File: config.mk
export PLATFORM = sky130hd
export DESIGN_NAME = horizontal_predictor_undo_top
export DESIGN_NICKNAME = d
export VERILOG_FILES = /design/src/sv/hpu_pkg.sv /design/src/sv/hpu_dp.sv /design/src/sv/hpu_ctrl.sv /design/src/sv/hpu_obuf.sv /design/src/sv/horizontal_predictor_undo_top.sv
export SDC_FILE = /design/constraint.sdc
export NUM_CORES = 1
export LEC_CHECK = 0
export CAP_MARGIN = 15
export CORE_MARGIN = 2
export CORE_UTILIZATION = 30
export CTS_CLUSTER_SIZE = 20
export DETAILED_ROUTE_END_ITERATION = 10
export DONT_BUFFER_PORTS = 1
export GPL_TIMING_DRIVEN = 0
export PLACE_DENSITY = 0.55
export SYNTH_ARGS = -nofsm -noshare
export SYNTH_HDL_FRONTEND = slang
export SYNTH_SLANG_ARGS = --single-unit
File: constraint.sdc
create_clock -name aclk -period 17.7 [get_ports aclk]
set_input_delay 2.655 -clock aclk [delete_from_list [all_inputs] [get_ports aclk]]
set_output_delay 2.655 -clock aclk [all_outputs]
set_load 0.02 [all_outputs]
File: src/sv/hpu_pkg.sv
// Shared types and constants for the horizontal predictor undo block.
`default_nettype none

package hpu_pkg;

    localparam int MAX_COMPONENTS = 4;
    localparam int COLUMN_BITS    = 16;
    localparam int RESULT_LIMIT   = 5;
    localparam int CIDX_W         = $clog2(MAX_COMPONENTS);
    localparam int RCNT_W         = $clog2(RESULT_LIMIT + 1);

    typedef enum logic [2:0] {
        REG_ROW_WIDTH  = 3'd0,
        REG_COMP_COUNT = 3'd1,
        REG_BITS_C0    = 3'd2,
        REG_BITS_C1    = 3'd3,
        REG_BITS_C2    = 3'd4,
        REG_BITS_C3    = 3'd5
    } cfg_reg_t;

    typedef enum logic [2:0] {
        ST_IDLE,
        ST_BIT,
        ST_DRAIN,
        ST_END,
        ST_ZERO,
        ST_SEND
    } state_t;

    typedef struct packed {
        logic accept;
        logic take_bit;
        logic drain;
        logic pad;
        logic trunc_start;
        logic zero;
        logic clear;
    } dp_cmd_t;

    typedef struct packed {
        logic sample_done;
        logic bit_last;
        logic bits_empty;
        logic pend_ge8;
        logic row_done;
        logic seg_end;
        logic trunc_needed;
        logic zeros_done;
    } dp_stat_t;

    typedef struct packed {
        logic clear;
        logic send;
        logic trunc_set;
    } ob_cmd_t;

endpackage

`default_nettype wire

File: src/sv/hpu_dp.sv
// Datapath: config registers, bit gatherer, running sums and output bit packer.
`default_nettype none

module hpu_dp (
    input  logic              aclk,
    input  logic              aresetn,
    input  logic              cfg_we,
    input  logic [2:0]        cfg_index,
    input  logic [15:0]       cfg_data,
    input  logic [7:0]        in_byte,
    input  logic              in_seg_end,
    input  hpu_pkg::dp_cmd_t  cmd,
    output hpu_pkg::dp_stat_t stat,
    output logic              push_valid,
    output logic [7:0]        push_data
);
    import hpu_pkg::*;

    // configuration
    logic [COLUMN_BITS-1:0] row_width_reg;
    logic [2:0]             comp_count_reg;
    logic [5:0]             comp_bits_reg [4];

    // per-beat working state
    logic [7:0]  byte_reg;
    logic [3:0]  bits_left_reg;
    logic        seg_end_reg;
    logic        row_done_reg;
    logic [2:0]  zeros_reg;

    // stream state
    logic [31:0]            run_sum_reg [MAX_COMPONENTS];
    logic [31:0]            gather_reg;
    logic [5:0]             gcnt_reg;
    logic [CIDX_W-1:0]      comp_idx_reg;
    logic [COLUMN_BITS-1:0] col_reg;
    logic [39:0]            pend_reg;
    logic [5:0]             pcnt_reg;

    logic [2:0]             eff_comp;
    logic [CIDX_W-1:0]      comp_sel;
    logic [5:0]             wraw;
    logic [5:0]             width;
    logic [31:0]            gather_nx;
    logic [5:0]             gcnt_inc;
    logic                   sample_done;
    logic [31:0]            mask;
    logic [31:0]            sum;
    logic [2:0]             comp_nx;
    logic                   comp_wrap;
    logic [COLUMN_BITS-1:0] col_inc;
    logic [COLUMN_BITS-1:0] width_lim;
    logic                   row_end;
    logic [39:0]            pend_app;
    logic [5:0]             pcnt_dr;
    logic [7:0]             drain_byte;
    logic [39:0]            pend_dr;
    logic [7:0]             pad_byte;
    logic [6:0]             total_bits;
    logic [2:0]             zero_load;
    logic                   stream_clr;
    logic                   cfg_hit;

    always_comb begin
        if (comp_count_reg == 3'd0) begin
            eff_comp = 3'd1;
        end else if (comp_count_reg > 3'(MAX_COMPONENTS)) begin
            eff_comp = 3'(MAX_COMPONENTS);
        end else begin
            eff_comp = comp_count_reg;
        end
    end

    assign comp_sel = (3'(comp_idx_reg) >= eff_comp) ? '0 : comp_idx_reg;
    assign wraw     = comp_bits_reg[comp_sel];

    always_comb begin
        if (wraw == 6'd0) begin
            width = 6'd1;
        end else if (wraw > 6'd32) begin
            width = 6'd32;
        end else begin
            width = wraw;
        end
    end

    assign gather_nx   = {gather_reg[30:0], byte_reg[7]};
    assign gcnt_inc    = gcnt_reg + 6'd1;
    assign sample_done = (gcnt_inc >= width);
    assign mask        = 32'hFFFF_FFFF >> (6'd32 - width);
    assign sum         = (gather_nx + run_sum_reg[comp_sel]) & mask;
    assign comp_nx     = 3'(comp_sel) + 3'd1;
    assign comp_wrap   = (comp_nx >= eff_comp);
    assign col_inc     = col_reg + 1'b1;
    assign width_lim   = (row_width_reg == '0) ? COLUMN_BITS'(1) : row_width_reg;
    assign row_end     = sample_done && comp_wrap &&
                         ((col_inc == '0) || (col_inc >= width_lim));

    assign pend_app    = (pend_reg << width) | {8'd0, sum};
    assign pcnt_dr     = pcnt_reg - 6'd8;
    assign drain_byte  = 8'(pend_reg >> pcnt_dr);
    assign pend_dr     = pend_reg & ((40'd1 << pcnt_dr) - 40'd1);
    assign pad_byte    = pend_reg[7:0] << (4'd8 - pcnt_reg[3:0]);
    assign total_bits  = 7'(pcnt_reg) + 7'(gcnt_reg);
    assign zero_load   = 3'((total_bits + 7'd7) >> 3) - 3'(pcnt_reg != 6'd0);

    assign cfg_hit    = cfg_we && (cfg_index <= 3'(REG_BITS_C3));
    assign stream_clr = cmd.clear || cfg_hit;

    assign stat.sample_done  = sample_done;
    assign stat.bit_last     = (bits_left_reg == 4'd1);
    assign stat.bits_empty   = (bits_left_reg == 4'd0);
    assign stat.pend_ge8     = (pcnt_reg >= 6'd8);
    assign stat.row_done     = row_done_reg;
    assign stat.seg_end      = seg_end_reg;
    assign stat.trunc_needed = (col_reg != '0) || (comp_idx_reg != '0) || (gcnt_reg != 6'd0);
    assign stat.zeros_done   = (zeros_reg == 3'd0);

    assign push_valid = cmd.drain || cmd.zero ||
                        ((cmd.pad || cmd.trunc_start) && (pcnt_reg != 6'd0));
    assign push_data  = cmd.drain ? drain_byte :
                        (cmd.pad || cmd.trunc_start) ? pad_byte : 8'd0;

    always_ff @(posedge aclk) begin
        if (!aresetn) begin
            row_width_reg  <= COLUMN_BITS'(1);
            comp_count_reg <= 3'd1;
            for (int i = 0; i < 4; i++) begin
                comp_bits_reg[i] <= 6'd8;
            end
        end else if (cfg_we) begin
            case (cfg_reg_t'(cfg_index))
                REG_ROW_WIDTH:  row_width_reg    <= cfg_data[COLUMN_BITS-1:0];
                REG_COMP_COUNT: comp_count_reg   <= cfg_data[2:0];
                REG_BITS_C0:    comp_bits_reg[0] <= cfg_data[5:0];
                REG_BITS_C1:    comp_bits_reg[1] <= cfg_data[5:0];
                REG_BITS_C2:    comp_bits_reg[2] <= cfg_data[5:0];
                REG_BITS_C3:    comp_bits_reg[3] <= cfg_data[5:0];
                default: ;
            endcase
        end
    end

    always_ff @(posedge aclk) begin
        if (!aresetn) begin
            byte_reg      <= '0;
            bits_left_reg <= '0;
            seg_end_reg   <= 1'b0;
            row_done_reg  <= 1'b0;
            zeros_reg     <= '0;
        end else begin
            if (cmd.accept) begin
                byte_reg      <= in_byte;
                bits_left_reg <= 4'd8;
                seg_end_reg   <= in_seg_end;
                row_done_reg  <= 1'b0;
            end
            if (cmd.take_bit) begin
                byte_reg      <= {byte_reg[6:0], 1'b0};
                bits_left_reg <= bits_left_reg - 4'd1;
                if (row_end) begin
                    row_done_reg <= 1'b1;
                end
            end
            if (cmd.trunc_start) begin
                zeros_reg <= zero_load;
            end else if (cmd.zero) begin
                zeros_reg <= zeros_reg - 3'd1;
            end
        end
    end

    always_ff @(posedge aclk) begin
        if (!aresetn || stream_clr) begin
            for (int i = 0; i < MAX_COMPONENTS; i++) begin
                run_sum_reg[i] <= '0;
            end
            gather_reg   <= '0;
            gcnt_reg     <= '0;
            comp_idx_reg <= '0;
            col_reg      <= '0;
            pend_reg     <= '0;
            pcnt_reg     <= '0;
        end else if (cmd.take_bit) begin
            if (!sample_done) begin
                gather_reg <= gather_nx;
                gcnt_reg   <= gcnt_inc;
            end else begin
                gather_reg <= '0;
                gcnt_reg   <= '0;
                pend_reg   <= pend_app;
                pcnt_reg   <= pcnt_reg + width;
                if (row_end) begin
                    // new row: sums restart from zero
                    for (int i = 0; i < MAX_COMPONENTS; i++) begin
                        run_sum_reg[i] <= '0;
                    end
                    comp_idx_reg <= '0;
                    col_reg      <= '0;
                end else begin
                    run_sum_reg[comp_sel] <= sum;
                    if (comp_wrap) begin
                        comp_idx_reg <= '0;
                        col_reg      <= col_inc;
                    end else begin
                        comp_idx_reg <= comp_nx[CIDX_W-1:0];
                    end
                end
            end
        end else if (cmd.drain) begin
            pend_reg <= pend_dr;
            pcnt_reg <= pcnt_dr;
        end else if (cmd.pad || cmd.trunc_start) begin
            pend_reg <= '0;
            pcnt_reg <= '0;
        end
    end

endmodule

`default_nettype wire

File: src/sv/hpu_ctrl.sv
// Controller state machine sequencing bits, drains, padding and result send.
`default_nettype none

module hpu_ctrl (
    input  logic              aclk,
    input  logic              aresetn,
    input  logic              s_tvalid,
    output logic              s_tready,
    input  hpu_pkg::dp_stat_t stat,
    input  logic              send_done,
    output hpu_pkg::dp_cmd_t  dp_cmd,
    output hpu_pkg::ob_cmd_t  ob_cmd
);
    import hpu_pkg::*;

    state_t state_reg;
    state_t state_next;

    always_ff @(posedge aclk) begin
        if (!aresetn) begin
            state_reg <= ST_IDLE;
        end else begin
            state_reg <= state_next;
        end
    end

    always_comb begin
        state_next = state_reg;
        case (state_reg)
            ST_IDLE: begin
                if (s_tvalid) state_next = ST_BIT;
            end
            ST_BIT: begin
                if (stat.sample_done) begin
                    state_next = ST_DRAIN;
                end else if (stat.bit_last) begin
                    state_next = ST_END;
                end
            end
            ST_DRAIN: begin
                if (!stat.pend_ge8) begin
                    if (stat.row_done || stat.bits_empty) begin
                        state_next = ST_END;
                    end else begin
                        state_next = ST_BIT;
                    end
                end
            end
            ST_END: begin
                if (stat.seg_end && stat.trunc_needed) begin
                    state_next = ST_ZERO;
                end else begin
                    state_next = ST_SEND;
                end
            end
            ST_ZERO: begin
                if (stat.zeros_done) state_next = ST_SEND;
            end
            ST_SEND: begin
                if (send_done) state_next = ST_IDLE;
            end
            default: state_next = ST_IDLE;
        endcase
    end

    always_comb begin
        dp_cmd   = '0;
        ob_cmd   = '0;
        s_tready = 1'b0;
        case (state_reg)
            ST_IDLE: begin
                s_tready      = 1'b1;
                dp_cmd.accept = s_tvalid;
                ob_cmd.clear  = s_tvalid;
            end
            ST_BIT: begin
                dp_cmd.take_bit = 1'b1;
            end
            ST_DRAIN: begin
                if (stat.pend_ge8) begin
                    dp_cmd.drain = 1'b1;
                end else if (stat.row_done) begin
                    dp_cmd.pad = 1'b1;
                end
            end
            ST_END: begin
                if (stat.seg_end && stat.trunc_needed) begin
                    dp_cmd.trunc_start = 1'b1;
                    ob_cmd.trunc_set   = 1'b1;
                end else if (stat.seg_end) begin
                    dp_cmd.clear = 1'b1;
                end
            end
            ST_ZERO: begin
                if (!stat.zeros_done) begin
                    dp_cmd.zero = 1'b1;
                end else begin
                    dp_cmd.clear = 1'b1;
                end
            end
            ST_SEND: begin
                ob_cmd.send = 1'b1;
            end
            default: ;
        endcase
    end

endmodule

`default_nettype wire

File: src/sv/hpu_obuf.sv
// Result buffer: collects one beat's output bytes and plays them out.
`default_nettype none

module hpu_obuf (
    input  logic             aclk,
    input  logic             aresetn,
    input  hpu_pkg::ob_cmd_t cmd,
    input  logic             push_valid,
    input  logic [7:0]       push_data,
    output logic             send_done,
    output logic             m_tvalid,
    input  logic             m_tready,
    output logic [7:0]       m_tdata,
    output logic             m_tlast,
    output logic             m_tuser
);
    import hpu_pkg::*;

    logic [7:0]        res_reg [RESULT_LIMIT];
    logic [RCNT_W-1:0] count_reg;
    logic [RCNT_W-1:0] rd_reg;
    logic              trunc_reg;

    assign send_done = (rd_reg == count_reg);
    assign m_tvalid  = cmd.send && !send_done;
    assign m_tdata   = (rd_reg < RCNT_W'(RESULT_LIMIT)) ? res_reg[rd_reg] : 8'd0;
    assign m_tlast   = (rd_reg == count_reg - 1'b1);
    assign m_tuser   = trunc_reg;

    always_ff @(posedge aclk) begin
        if (push_valid && (count_reg < RCNT_W'(RESULT_LIMIT))) begin
            res_reg[count_reg] <= push_data;
        end
    end

    always_ff @(posedge aclk) begin
        if (!aresetn || cmd.clear) begin
            count_reg <= '0;
            rd_reg    <= '0;
            trunc_reg <= 1'b0;
        end else begin
            if (push_valid && (count_reg < RCNT_W'(RESULT_LIMIT))) begin
                count_reg <= count_reg + 1'b1;
            end
            if (cmd.trunc_set) begin
                trunc_reg <= 1'b1;
            end
            if (m_tvalid && m_tready) begin
                rd_reg <= rd_reg + 1'b1;
            end
        end
    end

endmodule

`default_nettype wire

File: src/sv/horizontal_predictor_undo_top.sv
// Sequence: a beat's eight bits (fewer when a row ends inside it) are gathered one bit per cycle,
// pausing after each completed sample while whole output bytes drain and a row end is padded;
// then an end check, a zero fill on a truncated segment end, and the play-out of the results.
// One beat is worked on at a time: no new beat is taken until all its results have been taken.
// The bit-serial gatherer and the single running-sum adder set the pace.
// Reset (aresetn low, synchronous) clears all stream state and loads default config.
`default_nettype none

module horizontal_predictor_undo_top (
    input  logic        aclk,
    input  logic        aresetn,
    // configuration write port
    input  logic        cfg_we,
    input  logic [2:0]  cfg_index,
    input  logic [15:0] cfg_data,
    // input stream
    input  logic        s_tvalid,
    output logic        s_tready,
    input  logic [7:0]  s_tdata,    // [7:0] data_byte
    input  logic        s_tlast,    // segment_end
    // result stream
    output logic        m_tvalid,
    input  logic        m_tready,
    output logic [7:0]  m_tdata,    // [7:0] out_byte
    output logic        m_tlast,    // last_of_run
    output logic        m_tuser     // [0] truncated_row
);
    import hpu_pkg::*;

    dp_cmd_t    dp_cmd;
    dp_stat_t   dp_stat;
    ob_cmd_t    ob_cmd;
    logic       send_done;
    logic       push_valid;
    logic [7:0] push_data;

    // sequencer: one bit per cycle, paused for drains and padding, then play out results
    hpu_ctrl u_ctrl (
        .aclk      (aclk),
        .aresetn   (aresetn),
        .s_tvalid  (s_tvalid),
        .s_tready  (s_tready),
        .stat      (dp_stat),
        .send_done (send_done),
        .dp_cmd    (dp_cmd),
        .ob_cmd    (ob_cmd)
    );

    // sample gather, modulo add against running sum, output bit packing
    hpu_dp u_dp (
        .aclk       (aclk),
        .aresetn    (aresetn),
        .cfg_we     (cfg_we),
        .cfg_index  (cfg_index),
        .cfg_data   (cfg_data),
        .in_byte    (s_tdata),
        .in_seg_end (s_tlast),
        .cmd        (dp_cmd),
        .stat       (dp_stat),
        .push_valid (push_valid),
        .push_data  (push_data)
    );

    // holds up to five bytes per input beat; extra bytes of a beat are dropped
    hpu_obuf u_obuf (
        .aclk       (aclk),
        .aresetn    (aresetn),
        .cmd        (ob_cmd),
        .push_valid (push_valid),
        .push_data  (push_data),
        .send_done  (send_done),
        .m_tvalid   (m_tvalid),
        .m_tready   (m_tready),
        .m_tdata    (m_tdata),
        .m_tlast    (m_tlast),
        .m_tuser    (m_tuser)
    );

endmodule

`default_nettype wire

==> flow_metrics.tcl <==
set metrics [dict create \
    stdcell_count 3902 \
    finalSetupViolCount 0 \
    num_rows 103 \
    grt_pass1_vias 21215 \
    port_buffers 0 \
    critPathSlowestCell "nor2_1" \
    diodes 0 \
    worst_pin_slew_ns 1.226 \
    start_util_pct 30.22 \
    nNetsFinal 2958 \
    synth_common_cells "nand2_1 (364), nor2_1 (279), edfxtp_1 (192), a21oi_1 (183), clkbuf_1 (161)" \
    vias 22953 \
    grt_start_max_net_pins 15 \
    avgSynthCellArea_sq_um 8.634 \
    whs_ns 0.4655 \
    post-place-ws_ns 9.427 \
    nFillCells 8317 \
    initialDrtViolationCount 3193 \
    wl_per_cell_um 25.11 \
    path_clk_slew_ns 0.07 \
    synth_nets 2896 \
    leakagePower_nw 9.336 \
    path_cells "buf_2, clkbuf_1, inv_1, ha_1, or3b_1, buf_2, a31oi_1, nand3_2, inv_2, buf_2, nand2_1, clkbuf_1, clkbuf_1, ha_1, a21oi_1, o21ai_0, nand2_1, nor2_1, o211ai_1, o211ai_1, buf_4, buf_4" \
    min_period_over_period_pct 48.33 \
    skew_ns 0.03333 \
    wl_mm 97.98 \
    clock_latency_ns 0.58 \
    largest_register_ffs 128 \
    cts_buffers 38 \
    cts.path.max_buffers 3 \
    htreeDepth 2 \
    rsz0062_at_grt "false" \
    clock_sinks 342 \
    boundaryPins 45 \
    hold_viol_final 0 \
    overflow 0 \
    setup_tns_ns 0 \
    synth_top_cells_by_area "edfxtp_1 (24%), dfxtp_1 (13%), nand2_1 (5.7%), ha_1 (5.2%), nor2_1 (4.4%)" \
    area_growth_pct 11.52 \
    drive_gt1_share_pct 7.959 \
    synth_most_common_cell "nand2_1" \
    grt_pass1_wl_mm 144.2 \
    critPathTopFamily "buffers and inverters" \
    critPathBufInv 10 \
    powerDensity_mw_per_mm2 81.97 \
    synth_ff_type "edfxtp_1" \
    ys_warn_count 0 \
    synthCells 2761 \
    crit_path_end_kind "flip-flop" \
    timing.fmax_mhz 116.9 \
    hold_buffers 0 \
    ys_async_sr_fraction_pct 0 \
    ys_seq_area_share_pct 36.78 \
    stdcell_area_sq_mm 0.02658 \
    min_period_ns 8.554 \
    viasPerCell 5.882 \
    firstDrtPassIters 8 \
    postCtsResizedCells 0 \
    slew_headroom_pct 17.26 \
    slew_violations 0 \
    ir_worst_vdd_uv 77.17 \
    ys_seq_elements 342 \
    die_area_sq_mm 0.08173 \
    placed_area_sq_mm 0.02532 \
    max_stage_delay_ns 0.74 \
    synth_cell_type_count 104 \
    setup_ws_ns 9.146 \
    gp_congestion 1.020 \
    postCtsSetupBuffers 0 \
    fin_util_pct 33.70 \
    yosysTopAreaCell "edfxtp_1" \
    drcViolationCount 0 \
    critPathMaxFanout 10 \
    ant_nets 0 \
    synth_edf_count 192 \
    root_buffer "clkbuf_16" \
    max-cap-violations 0 \
    power.total_mw 2.179 \
    crit_required_ns 17.98 \
    synth_top_area_share_pct 24.19 \
    antenna_found_initial 0 \
    grt_use_total_pct 23.35 \
    dp_hpwl_mm 74.52 \
    dp.cells 3831 \
    status "complete, no violations" \
    startpoint_type "flip-flop" \
    dieHeight_um 285.9 \
    crit_arrival_ns 8.83 \
    netlist_area_sq_mm 0.02384 \
    hold_path_class "reg -> reg" \
    core_area_sq_mm 0.07887 \
    die_w_um 285.9 \
    cts_tree "yes" \
    critical_path_class "reg -> reg" \
]
cells in the final DEF, fill, tap and decap left out, types with 66 or more instances in the layout:
master,n
inv_1,72
mux2i_1,66
nor2_1,279
o21ai_0,129
ha_1,100
clkbuf_1,168
a31oi_1,67
nand3_1,116
a21oi_1,183
edfxtp_1,192
dfxtp_1,150
nand2_1,364
report_power, final:
group	total (mW)	switching [mW]	internal [mW]	leakage, nW
registers	0.886	0.0157	0.871	3.20
clock network	0.825	0.357	0.467	0.596
logic	0.468	0.337	0.131	5.54
area by class of cell:
cell class                 instances  area (sq um)  area share (%)
buffer                           208         834.6           3.139
multi-input combinational       2134         13950           52.48
clock buffer                      48          1051           3.954
sequential                       342          8768           32.99
tap                             1050          1314           4.942
inverter                          77         289.0           1.087
timing repair buffer              22         177.7          0.6684
clock inverter                    21         197.7          0.7437
path summary, 6_finish.rpt:
check	startpoint	to	slack [ns]	depth (start not counted)
worst min register to register	u_dp.byte_reg[5]$_SDFFE_PN0P_	u_dp.byte_reg[5]$_SDFFE_PN0P_	0.47	2
worst max register to register	u_dp.comp_idx_reg[0]$_SDFFE_PP0P_	u_dp.run_sum_reg[3][14]$_SDFFCE_PN0P_	9.15	22
worst min-delay path	u_dp.byte_reg[5]$_SDFFE_PN0P_	u_dp.byte_reg[5]$_SDFFE_PN0P_	0.47	2
worst max-delay path	u_dp.comp_idx_reg[0]$_SDFFE_PP0P_	u_dp.run_sum_reg[3][14]$_SDFFCE_PN0P_	9.15	22
cell families (layout without fill, tap and decap cells):
logic type | after synthesis | in the layout | synth area share [%]
buffers and inverters | 285 | 376 | 4.713
AO/OA/AOI/OAI | 776 | 776 | 21.91
AND/OR/NAND/NOR | 1042 | 1042 | 20.17
flip-flops | 342 | 342 | 36.78
adder cells (fa/ha/maj) | 102 | 102 | 5.417
multiplexers | 139 | 139 | 8.251
XOR/XNOR | 75 | 75 | 2.756
per-layer routing:
metal,GRT usage [%],vias to the layer above,share of wire [%]
met5,0,-,0
met4,7.304,0,3.1
met3,3.485,160,9.2
met2,36.10,1232,44
met1,33.40,11242,44
li1,-,10319,-
worst reg2reg max path, delay by kind of cell, from the launching register on:
family / cells / cell delay, ns
flops: 1 / 0.32
compound gates: 5 / 1.94
fa+ha+maj: 2 / 0.78
simple gates: 5 / 2.21
buf+inv: 10 / 3.03
Note: power is estimated with default switching activity, not from simulation.
